File: src/hw/rtl/skt_pkg.sv
`default_nettype none

package skt_pkg;

    localparam int unsigned POS_BITS   = 6;
    localparam int unsigned COUNT_BITS = 7;
    localparam int unsigned STAT_BITS  = 2;
    localparam int unsigned KEY_WIDTH  = 32;

    localparam logic OP_INSERT = 1'b0;
    localparam logic OP_LOOKUP = 1'b1;

    localparam logic [STAT_BITS-1:0] ST_DONE      = 2'd0;
    localparam logic [STAT_BITS-1:0] ST_NOT_FOUND = 2'd1;
    localparam logic [STAT_BITS-1:0] ST_FULL      = 2'd2;

    typedef struct packed {
        logic                 operation;
        logic [KEY_WIDTH-1:0] key;
    } t_req;

    typedef struct packed {
        logic [POS_BITS-1:0]   position;
        logic [STAT_BITS-1:0]  status;
        logic [COUNT_BITS-1:0] entry_count;
    } t_rsp;

    typedef enum logic [1:0] {
        POS_ZERO,
        POS_MID,
        POS_SLOT
    } t_pos_sel;

    typedef struct packed {
        logic                 start;
        logic                 rd_mid;
        logic                 step;
        logic                 shift;
        logic                 put;
        logic                 emit;
        t_pos_sel             pos_sel;
        logic [STAT_BITS-1:0] status;
    } t_cmd;

    typedef struct packed {
        logic lookup;
        logic full;
        logic range_open;
        logic hit;
        logic shift_more;
        logic out_free;
    } t_sts;

endpackage

`default_nettype wire

File: src/hw/rtl/sorted_key_table_search_insert.sv
// Sorted key table: keeps up to TABLE_DEPTH keys in ascending order in a single-port-write,
// registered-read memory. A lookup (operation 1) binary-searches the held keys and returns the
// index of the first match it probes, or status 1 if none; an insert (operation 0) finds the
// first key not below the new one, moves the later keys up one place and writes the key there,
// returning its index, or status 2 with nothing changed when the table is full. Requests are
// handled one at a time. Each binary-search step passes through the check, probe and compare
// states (range test, address and registered read, compare); an insert then adds the key moves,
// paced by the one read and one write the memory offers per cycle, and the key write. A finished
// response sits in an output register, so the next request can be taken while it waits for the
// receiver; a new response is loaded only once the previous one has been taken. Only the low
// KEY_BITS bits of the key take part; position and entry_count carry the low bits of the index
// and count.
`default_nettype none

module sorted_key_table_search_insert
    import skt_pkg::*;
#(
    parameter int unsigned TABLE_DEPTH = 64,
    parameter int unsigned KEY_BITS    = 32
) (
    input  wire logic i_clk,
    input  wire logic i_rst_n,
    input  wire logic i_req_valid,
    output logic      o_req_ready,
    input  wire t_req i_req,
    output logic      o_rsp_valid,
    input  wire logic i_rsp_ready,
    output t_rsp      o_rsp
);

    t_cmd cmd;
    t_sts sts;

    skt_ctrl u_ctrl (
        .i_clk       (i_clk),
        .i_rst_n     (i_rst_n),
        .i_req_valid (i_req_valid),
        .o_req_ready (o_req_ready),
        .i_sts       (sts),
        .o_cmd       (cmd)
    );

    skt_dp #(
        .TABLE_DEPTH (TABLE_DEPTH),
        .KEY_BITS    (KEY_BITS)
    ) u_dp (
        .i_clk       (i_clk),
        .i_rst_n     (i_rst_n),
        .i_req       (i_req),
        .i_cmd       (cmd),
        .o_sts       (sts),
        .o_rsp_valid (o_rsp_valid),
        .i_rsp_ready (i_rsp_ready),
        .o_rsp       (o_rsp)
    );

endmodule

`default_nettype wire

File: src/hw/rtl/skt_dp.sv
`default_nettype none

module skt_dp
    import skt_pkg::*;
#(
    parameter int unsigned TABLE_DEPTH = 64,
    parameter int unsigned KEY_BITS    = 32
) (
    input  wire logic i_clk,
    input  wire logic i_rst_n,
    input  wire t_req i_req,
    input  wire t_cmd i_cmd,
    output t_sts      o_sts,
    output logic      o_rsp_valid,
    input  wire logic i_rsp_ready,
    output t_rsp      o_rsp
);

    localparam int unsigned AW = $clog2(TABLE_DEPTH);
    localparam int unsigned CW = $clog2(TABLE_DEPTH + 1);

    logic [KEY_BITS-1:0] r_mem [TABLE_DEPTH];
    logic [KEY_BITS-1:0] r_rdata;
    logic [KEY_BITS-1:0] r_key;
    logic                r_op;
    logic [CW-1:0]       r_count;
    logic [CW-1:0]       r_lo;
    logic [CW-1:0]       r_hi;
    logic [CW-1:0]       r_sh;
    logic [AW-1:0]       r_mid;
    logic                r_wb_vld;
    logic [AW-1:0]       r_wb_addr;
    logic                r_out_vld;
    t_rsp                r_out;

    logic [CW:0]   mid_sum;
    logic [AW-1:0] mid_calc;
    logic [CW-1:0] sh_dec;
    logic [AW-1:0] raddr;
    logic          go_left;
    logic [POS_BITS-1:0] pos_val;

    assign mid_sum  = {1'b0, r_lo} + {1'b0, r_hi} - (CW + 1)'(1);
    assign mid_calc = mid_sum[AW:1];
    assign sh_dec   = r_sh - CW'(1);
    assign raddr    = i_cmd.shift ? sh_dec[AW-1:0] : mid_calc;
    assign go_left  = (r_op == OP_LOOKUP) ? (r_key < r_rdata) : (r_key <= r_rdata);

    always_comb begin
        case (i_cmd.pos_sel)
            POS_MID:  pos_val = POS_BITS'(r_mid);
            POS_SLOT: pos_val = POS_BITS'(r_lo);
            default:  pos_val = '0;
        endcase
    end

    always_ff @(posedge i_clk) begin
        r_rdata <= r_mem[raddr];
        if (i_cmd.put) begin
            r_mem[r_lo[AW-1:0]] <= r_key;
        end else if (r_wb_vld) begin
            r_mem[r_wb_addr] <= r_rdata;
        end
    end

    always_ff @(posedge i_clk) begin
        if (i_cmd.start) begin
            r_key <= KEY_BITS'(i_req.key);
            r_op  <= i_req.operation;
            r_lo  <= '0;
            r_hi  <= r_count;
            r_sh  <= r_count;
        end
        if (i_cmd.rd_mid) begin
            r_mid <= mid_calc;
        end
        if (i_cmd.step) begin
            if (go_left) begin
                r_hi <= CW'(r_mid);
            end else begin
                r_lo <= CW'(r_mid) + CW'(1);
            end
        end
        if (i_cmd.shift) begin
            r_sh      <= sh_dec;
            r_wb_addr <= r_sh[AW-1:0];
        end
        if (i_cmd.emit) begin
            r_out.position    <= pos_val;
            r_out.status      <= i_cmd.status;
            r_out.entry_count <= COUNT_BITS'(r_count);
        end
    end

    always_ff @(posedge i_clk) begin
        if (!i_rst_n) begin
            r_count   <= '0;
            r_wb_vld  <= 1'b0;
            r_out_vld <= 1'b0;
        end else begin
            r_wb_vld <= i_cmd.shift;
            if (i_cmd.put) begin
                r_count <= r_count + CW'(1);
            end
            if (i_cmd.emit) begin
                r_out_vld <= 1'b1;
            end else if (i_rsp_ready) begin
                r_out_vld <= 1'b0;
            end
        end
    end

    assign o_sts.lookup     = (r_op == OP_LOOKUP);
    assign o_sts.full       = (r_count == CW'(TABLE_DEPTH));
    assign o_sts.range_open = (r_lo < r_hi);
    assign o_sts.hit        = (r_key == r_rdata);
    assign o_sts.shift_more = (r_sh > r_lo);
    assign o_sts.out_free   = !r_out_vld || i_rsp_ready;

    assign o_rsp_valid = r_out_vld;
    assign o_rsp       = r_out;

    a_count_bound: assert property (@(posedge i_clk) disable iff (!i_rst_n)
        r_count <= CW'(TABLE_DEPTH))
        else $error("entry count beyond table depth");

    a_one_write: assert property (@(posedge i_clk) disable iff (!i_rst_n)
        !(i_cmd.put && r_wb_vld))
        else $error("key write collides with shift write-back");

    a_put_not_full: assert property (@(posedge i_clk) disable iff (!i_rst_n)
        i_cmd.put |-> !o_sts.full)
        else $error("insert into full table");

    a_put_count: assert property (@(posedge i_clk) disable iff (!i_rst_n)
        i_cmd.put |=> r_count == $past(r_count) + CW'(1))
        else $error("entry count not advanced by insert");

endmodule

`default_nettype wire

File: src/hw/rtl/skt_ctrl.sv
`default_nettype none

module skt_ctrl
    import skt_pkg::*;
(
    input  wire logic i_clk,
    input  wire logic i_rst_n,
    input  wire logic i_req_valid,
    output logic      o_req_ready,
    input  wire t_sts i_sts,
    output t_cmd      o_cmd
);

    typedef enum logic [2:0] {
        S_IDLE,
        S_CHECK,
        S_PROBE,
        S_CMP,
        S_SHIFT,
        S_PUT,
        S_EMIT
    } t_state;

    t_state               r_state;
    t_state               n_state;
    t_pos_sel             r_pos_sel;
    t_pos_sel             n_pos_sel;
    logic [STAT_BITS-1:0] r_status;
    logic [STAT_BITS-1:0] n_status;

    always_comb begin
        n_state   = r_state;
        n_pos_sel = r_pos_sel;
        n_status  = r_status;
        o_cmd     = '0;
        o_cmd.pos_sel = r_pos_sel;
        o_cmd.status  = r_status;
        unique case (r_state)
            S_IDLE: begin
                if (i_req_valid) begin
                    o_cmd.start = 1'b1;
                    n_state     = S_CHECK;
                end
            end
            S_CHECK: begin
                if (i_sts.lookup) begin
                    if (i_sts.range_open) begin
                        n_state = S_PROBE;
                    end else begin
                        n_pos_sel = POS_ZERO;
                        n_status  = ST_NOT_FOUND;
                        n_state   = S_EMIT;
                    end
                end else if (i_sts.full) begin
                    n_pos_sel = POS_ZERO;
                    n_status  = ST_FULL;
                    n_state   = S_EMIT;
                end else if (i_sts.range_open) begin
                    n_state = S_PROBE;
                end else begin
                    n_state = S_SHIFT;
                end
            end
            S_PROBE: begin
                o_cmd.rd_mid = 1'b1;
                n_state      = S_CMP;
            end
            S_CMP: begin
                if (i_sts.lookup && i_sts.hit) begin
                    n_pos_sel = POS_MID;
                    n_status  = ST_DONE;
                    n_state   = S_EMIT;
                end else begin
                    o_cmd.step = 1'b1;
                    n_state    = S_CHECK;
                end
            end
            S_SHIFT: begin
                if (i_sts.shift_more) begin
                    o_cmd.shift = 1'b1;
                end else begin
                    n_state = S_PUT;
                end
            end
            S_PUT: begin
                o_cmd.put = 1'b1;
                n_pos_sel = POS_SLOT;
                n_status  = ST_DONE;
                n_state   = S_EMIT;
            end
            S_EMIT: begin
                if (i_sts.out_free) begin
                    o_cmd.emit = 1'b1;
                    n_state    = S_IDLE;
                end
            end
            default: begin
                n_state = S_IDLE;
            end
        endcase
    end

    always_ff @(posedge i_clk) begin
        if (!i_rst_n) begin
            r_state   <= S_IDLE;
            r_pos_sel <= POS_ZERO;
            r_status  <= ST_DONE;
        end else begin
            r_state   <= n_state;
            r_pos_sel <= n_pos_sel;
            r_status  <= n_status;
        end
    end

    assign o_req_ready = (r_state == S_IDLE);

endmodule

`default_nettype wire

File: config.mk
export PLATFORM = sky130hd
export DESIGN_NAME = sorted_key_table_search_insert
export DESIGN_NICKNAME = d
export VERILOG_FILES = /design/src/hw/rtl/skt_pkg.sv /design/src/hw/rtl/sorted_key_table_search_insert.sv /design/src/hw/rtl/skt_dp.sv /design/src/hw/rtl/skt_ctrl.sv
export SDC_FILE = /design/constraint.sdc
export NUM_CORES = 2
export LEC_CHECK = 0
export BUFFER_PORTS_ARGS = -buffer_cell sky130_fd_sc_hd__buf_2
export CAP_MARGIN = 20
export CORE_ASPECT_RATIO = 2
export CORE_UTILIZATION = 62
export DETAILED_ROUTE_END_ITERATION = 16
export GPL_ROUTABILITY_DRIVEN = 0
export PLACE_DENSITY = 0.76
export SLEW_MARGIN = 20
export SYNTH_ARGS = -nofsm -noshare
export SYNTH_HDL_FRONTEND = slang
export SYNTH_SLANG_ARGS = --single-unit
File: constraint.sdc
create_clock -name i_clk -period 5.8 [get_ports i_clk]
set_input_delay 1.16 -clock i_clk [delete_from_list [all_inputs] [get_ports i_clk]]
set_output_delay 1.16 -clock i_clk [all_outputs]
set_load 0.03 [all_outputs]
After elaboration in Yosys (flattened, before gate mapping)
Memories as Yosys holds them, arrays and structs flattened. A register that Yosys moved wholly into a read port is not among the register bits.
Cells that the tools add are included.
Operators by class
  add/sub/neg operators: 5
  magnitude comparators: 4
  eq/ne operators: 16
  muxes and demuxes: 50
  reduce and logical (&&, ||, !) cells: 10
Operators with widths (count)
  2-to-1 mux 7 bit: 8
  == test 32 bit: 1
  <= comparator 32 bit: 1
  < comparator 32 bit: 1
  2-to-1 mux 32 bit: 1
  OR reduction 32 bit: 1
  2-to-1 mux 3 bit: 8
  case mux 3 bit (7 select lines): 1
  2-to-1 mux 1 bit: 19
  2-to-1 mux 2 bit: 8
  subtractor 7 x 1 -> 7 bit, second input constant: 2
  2-to-1 mux 6 bit: 2
  case mux 2 bit (3 select lines): 2
  case mux 6 bit (2 select lines): 1
  == test 3 bit, second input constant: 3
  adder 6 x 1 -> 7 bit, second input constant: 1
  adder 7 x 1 -> 7 bit, second input constant: 1
  adder 7 bit: 1
  == test 7 bit, second input constant: 1
  greater-than comparator 7 bit: 1
  < comparator 7 bit: 1
  == test 3 x 2 -> 1 bit, second input constant: 2
  != test 2 bit, second input constant: 3
  AND reduction 4 bit: 1
  other kinds (13): 14
Word-level totals
  register bits after elaboration: 97
  memory bits (writable): 2048
  output and inout bits: 17
  word-level logic and storage cells: 102
  memories: 1
Memory list
  u_dp.r_mem: words 64, bits a word 32, rd ports 1, clocked after Yosys merged registers in 1, wr ports 1, RTL line skt_dp.sv:22  | logic [KEY_BITS-1:0] r_mem [TABLE_DEPTH];

Depth between registers and ports, before layout
  depth in word-level cells: 6
  depth in mapped cells: 18
  gate-level depth less buffers: 16

Cells and area by module
Synthesis repeated with hierarchy kept, for this count alone.
Second synthesis, totals
  cell total of the unflattened synthesis: 8414
  area, all modules: 98916.1 um^2
By module, submodules not included
  skt_dp: times used 1, cells an instance 8361, area each 98480.7 um^2
  skt_ctrl: times used 1, cells an instance 53, area each 435.4 um^2

Worst setup path before layout
No wires, ideal clock.
  kind: flip-flop to flip-flop
  from: register u_ctrl.r_state[1]
  to: memory u_dp.r_mem[0][31], data pin
  setup time: 0.702 ns
  data arrival time: 4.224 ns
  required time: 5.098 ns
  path slack: 0.874 ns
  stages on the path, launching flop included: 9
  path buffers: 4
  path through: dfxtp_1 -> clkbuf_1 -> nor2b_1 -> nand2_1 -> nand2_1 -> clkbuf_1 -> buf_1 -> clkbuf_1 -> o21ai_0
On the way
  longest elaborated chain between the ends: 6
RTL lines
  start, declared: RTL line skt_ctrl.sv:24  | t_state r_state;
  start signal, assigned: RTL line skt_ctrl.sv:109  | r_state <= n_state;
  == test 3 bit: RTL line skt_ctrl.sv:38  | unique case (r_state)
  2-to-1 mux 1 bit: RTL line skt_ctrl.sv:38
  2-to-1 mux 1 bit: RTL line skt_dp.sv:59  | if (i_cmd.put) begin
  2-to-1 mux 1 bit (implied by the code): RTL line skt_dp.sv:62  | r_mem[r_wb_addr] <= r_rdata;
  OR reduction 32 bit (no source line)
  2-to-1 mux 32 bit (no source line)
  end, declared: RTL line skt_dp.sv:22
No other way between the ends.

Worst setup path in the final report
  from: register u_dp.r_lo[4]
  to: register u_dp.r_rdata[7], read port of u_dp.r_mem
On the way
  longest elaborated chain between the ends: 4
RTL lines
  start, declared: RTL line skt_dp.sv:27  | logic [CW-1:0] r_lo;
  start signal, assigned: RTL line skt_dp.sv:81  | r_lo <= CW'(r_mid) + CW'(1);
  branches (longest 3 deep; another with adder 7 bit)
  2-to-1 mux 6 bit (*): RTL line skt_dp.sv:46  | assign raddr = i_cmd.shift ? sh_dec[AW-1:0] : mid_calc;
  end, declared: RTL line skt_dp.sv:23  | logic [KEY_BITS-1:0] r_rdata;
Every way passes the cells marked *.
A chain may end at the register's enable or synchronous reset.

==> reports/qor.yml <==
outcome:
  status: "complete, but fails checks"
  failed_checks: "negative setup slack"
routing:
  detail_route.vias_per_cell: 6.771
  route.detailed.drc: 0
  drt_pass1_iterations: 8
  wire_per_inst_um: 30.05
  detail_route.wirelength_um: 250700
  routed-via-count: 56500
  final_antenna_net_count: 0
  drt_first_iter_violations: 7986
setup_path:
  worst-path-max-fanout: 37
  crit_path_end_kind: "register"
  critical_path_arrival_ns: 6.59
  category_of_the_worst_setup_path_launch_point: "register"
  timing_worst_setup_path_type: "reg2reg"
  worst_path_most_repeated_cell: "o21ai_0"
  crit_path_start: "u_dp.r_lo[4]$_DFF_P_"
  crit_slowest_cell: "a2111oi_0"
  critical_path_required_ns: 6.53
  crit-reg2reg-launch: "u_dp.r_lo[4]$_DFF_P_"
  highest_cell_delay_on_the_worst_timing_path_ns: 1.14
  cp_cell_sequence: "inv_1, ha_1, nand4_1, o211ai_1, a21o_2, mux2i_4, buf_12, buf_4, nand2_1, nand3_1, a211oi_1, a2111oi_0, o21ai_0, o21ai_0"
worst_hold_path:
  hold_class: "reg2reg"
  hold_path_startpoint: "u_ctrl.r_status[1]$_SDFFE_PN0P_"
cts:
  clock-root-buffer: "clkbuf_16"
  clock_latency_ns: 0.83
  cts_setup_buffers: 0
  clk_transition_reported_paths_ns: 0.07
  ctsHoldBuffers: 0
  tritoncts.num_buffers: 178
  clock_sink_count: 2177
  cts_resized: 0
  ctsHtreeMaxLevel: 4
  ctsLongestPathBuffers: 4
  tritoncts: "built"
layout:
  post_route_cells_drive_above_1_share: 0.1050
  layout-area-overhead-vs-synth_pct: 11.16
  final_nets: 6439
  fillerInstances: 8865
timing:
  clock.fmax_ghz: 0.1706
  final_period_minus_worst_setup_slack_ns: 5.863
  timing_hold_violations_final: 0
  setup_violations: 1
  fin_worst_hold_slack_ns: 0.4694
  report.final.slew_viol_count: 0
  fin_skew_ns: 0.02598
  max_slew_margin: 0.06381
  tcrit_tclk_final: 1.011
  grt_setup_unrepaired: "false"
  final_critical_path_setup_slack_ns: -0.06270
  worst-slew-pin-transition_ns: 1.369
global_routing:
  wire_length_of_the_first_global_routing_pass_um: 359700
  overflow: 0
  grt_max_degree: 129
  antenna_found_initial: 17
  vias_in_the_first_global_route: 56030
  grt_usage: 0.3506
synthesis:
  synth_async_sr_flop_share: 0
  synth-seq-cells: 2177
  synth.yosys.warnings: 0
  synth.lib_cells_used.distinct: 67
  synth.net_count: 6374
  number_of_enable_flip_flop_cells_after_synthesis: 2115
  yosysSeqAreaShare: 0.7437
  synthesis.area_per_instance_um2: 13.87
  synth-main-ff-cell: "edfxtp_1"
  synthCells: 6275
  syn_area_um2: 87060
floorplanning:
  chip_width_um: 267.0
  start_util: 0.6238
  die_height_um: 532.0
  num_io_pins: 54
  die-area_um2: 142000
  rows: 194
  placeableCoreArea_um2: 139600
placed_design:
  place_hpwl_um: 147900
  total_of_buffers_placed_on_input_and_output_ports: 53
flow_run:
  max-cap-violations: 0
## worst max-delay path, delay by kind of cell (launching register included)
family	cells	cell delay, ns
AOI/OAI and AO/OA	6	2.77
muxes	1	0.98
buffers and inverters	3	0.82
DFF	1	0.46
and+or+nand+nor	3	0.35
adders and majority gates	1	0.32
## placed cells by master, fill, tap and decap left out, types with 15 or more instances in the layout
cell type	synthesis	layout
nand2_1	1449	1447
o22ai_1	61	61
ha_1	61	61
nand4_1	38	38
o21ai_0	124	92
clkbuf_1	149	22
a221oi_1	17	17
buf_12	0	38
o221ai_1	128	128
o21ai_4	0	33
a21oi_1	281	280
a31oi_1	88	88
dfxtp_1	62	62
clkbuf_16	0	181
inv_1	68	68
and3_1	26	26
bufinv_16	0	21
a41o_1	22	22
a311oi_1	19	19
clkinv_2	0	43
buf_4	29	187
a22o_1	16	16
nor2_4	0	64
clkinv_1	0	25
nor2_1	124	58
mux2i_1	353	352
a22oi_1	15	15
buf_2	161	53
nand3_1	489	489
a211oi_1	22	22
edfxtp_1	2115	2115
nor3_1	108	106
## registers in the layout, summed over array words and instances, names as in the netlist
name and flops:
u_dp.o_rsp_valid 1, u_dp.r_lo 7, u_dp.r_mid 6, u_dp.r_sh 7, u_dp.r_rdata 32, u_dp.r_wb_vld 1, u_dp.r_count 7, u_dp.r_wb_addr 6
u_dp.r_key 32, u_ctrl.r_state 3, u_dp.o_rsp 15, u_dp.r_hi 7, u_dp.r_mem 2048, u_dp.r_op 1, u_ctrl.r_pos_sel 2, u_ctrl.r_status 2
## per-layer routing
| layer | up-vias | global-route usage | part of all wire |
|---|---|---|---|
| met2 | 4176 | 0.5880 | 0.50 |
| met4 | 12 | 0.2554 | 0.080 |
| met3 | 1115 | 0.06234 | 0.11 |
| met5 | - | 0 | 0.00027 |
| met1 | 27620 | 0.4030 | 0.32 |
| li1 | 23580 | - | - |
## synth_stat cells (4+ instances only)
cell type | n | area (um2)
a311o_1 | 4 | 40.04
a211oi_1 | 22 | 165.2
or3_1 | 5 | 31.28
o311ai_0 | 6 | 52.55
mux2_2 | 12 | 135.1
and3_1 | 26 | 162.7
dfxtp_1 | 62 | 1241
buf_4 | 29 | 217.7
inv_1 | 68 | 255.2
a22o_1 | 16 | 140.1
o22ai_1 | 61 | 381.6
a311oi_1 | 19 | 166.4
o21a_1 | 14 | 105.1
and2_1 | 7 | 43.79
a41oi_1 | 10 | 87.58
a22oi_1 | 15 | 112.6
a221oi_1 | 17 | 148.9
or4_1 | 4 | 30.03
o21ai_0 | 124 | 620.6
nor2b_1 | 10 | 62.56
nand4_1 | 38 | 237.7
nor2_1 | 124 | 465.5
buf_6 | 6 | 67.56
a31oi_1 | 88 | 550.5
ha_1 | 61 | 763.2
buf_2 | 161 | 805.8
mux2i_1 | 353 | 3533
o221ai_1 | 128 | 1121
o21bai_1 | 4 | 30.03
nand2_1 | 1449 | 5439
a21oi_1 | 281 | 1406
edfxtp_1 | 2115 | 63510
a2111oi_0 | 15 | 131.4
nor3_1 | 108 | 540.5
nor4_1 | 10 | 62.56
o211a_1 | 6 | 60.06
clkbuf_1 | 149 | 559.3
xnor2_1 | 12 | 105.1
o21ai_1 | 9 | 45.04
nand3_1 | 489 | 2447
xor2_1 | 10 | 87.58
buf_1 | 48 | 180.2
a41o_1 | 22 | 220.2
a21o_1 | 14 | 105.1
nand2b_1 | 12 | 75.07
## area by class of cell
type | instances | area [um2] | area share
antenna | 8 | 20.02 | 0.0002069
clock buffer | 212 | 4736 | 0.04893
clock inverter | 103 | 1052 | 0.01087
inverter | 69 | 261.5 | 0.002702
multi-input combinational | 3636 | 21200 | 0.2190
sequential | 2177 | 64750 | 0.6691
tap | 1862 | 2330 | 0.02407
timing repair buffer | 278 | 2430 | 0.02511
## per-stage QoR
stage                     area, um2  cells    util   TNS, ns  setup slack [ns]
after floorplan               87060   6275       -         0            0.8742
after global placement        90950   8022  0.6516         0            0.3737
after detailed placement      90960   8022  0.6517         0            0.3901
after CTS                     96750   8337  0.6932         0            0.3275
after global routing          96770   8340  0.6933         0            0.1339
final                         96780   8345  0.6934  -0.06270          -0.06270
## path summary, 6_finish.rpt
path / cells after the start / slack (ns) / end
worst max-delay path: 14 / -0.06 / u_dp.r_rdata[7]$_DFF_P_
worst min-delay path: 0 / 0.47 / u_dp.o_rsp[8]$_DFFE_PP_
worst max register to register: 14 / -0.06 / u_dp.r_rdata[7]$_DFF_P_
worst min register to register: 0 / 0.47 / u_dp.o_rsp[8]$_DFFE_PP_
## logic make-up after synthesis
group	Yosys count	share of synthesized area
and+or+nand+nor	2293	0.1112
buffers and inverters	462	0.02403
adders and majority gates	62	0.008996
AOI/OAI and AO/OA	892	0.06716
DFF	2177	0.7437
xor gates and xnor gates	22	0.002213
muxes	367	0.04265
Power is not shown: default switching activity piles up to over one toggle a cycle in this logic, so the estimate is an artifact.
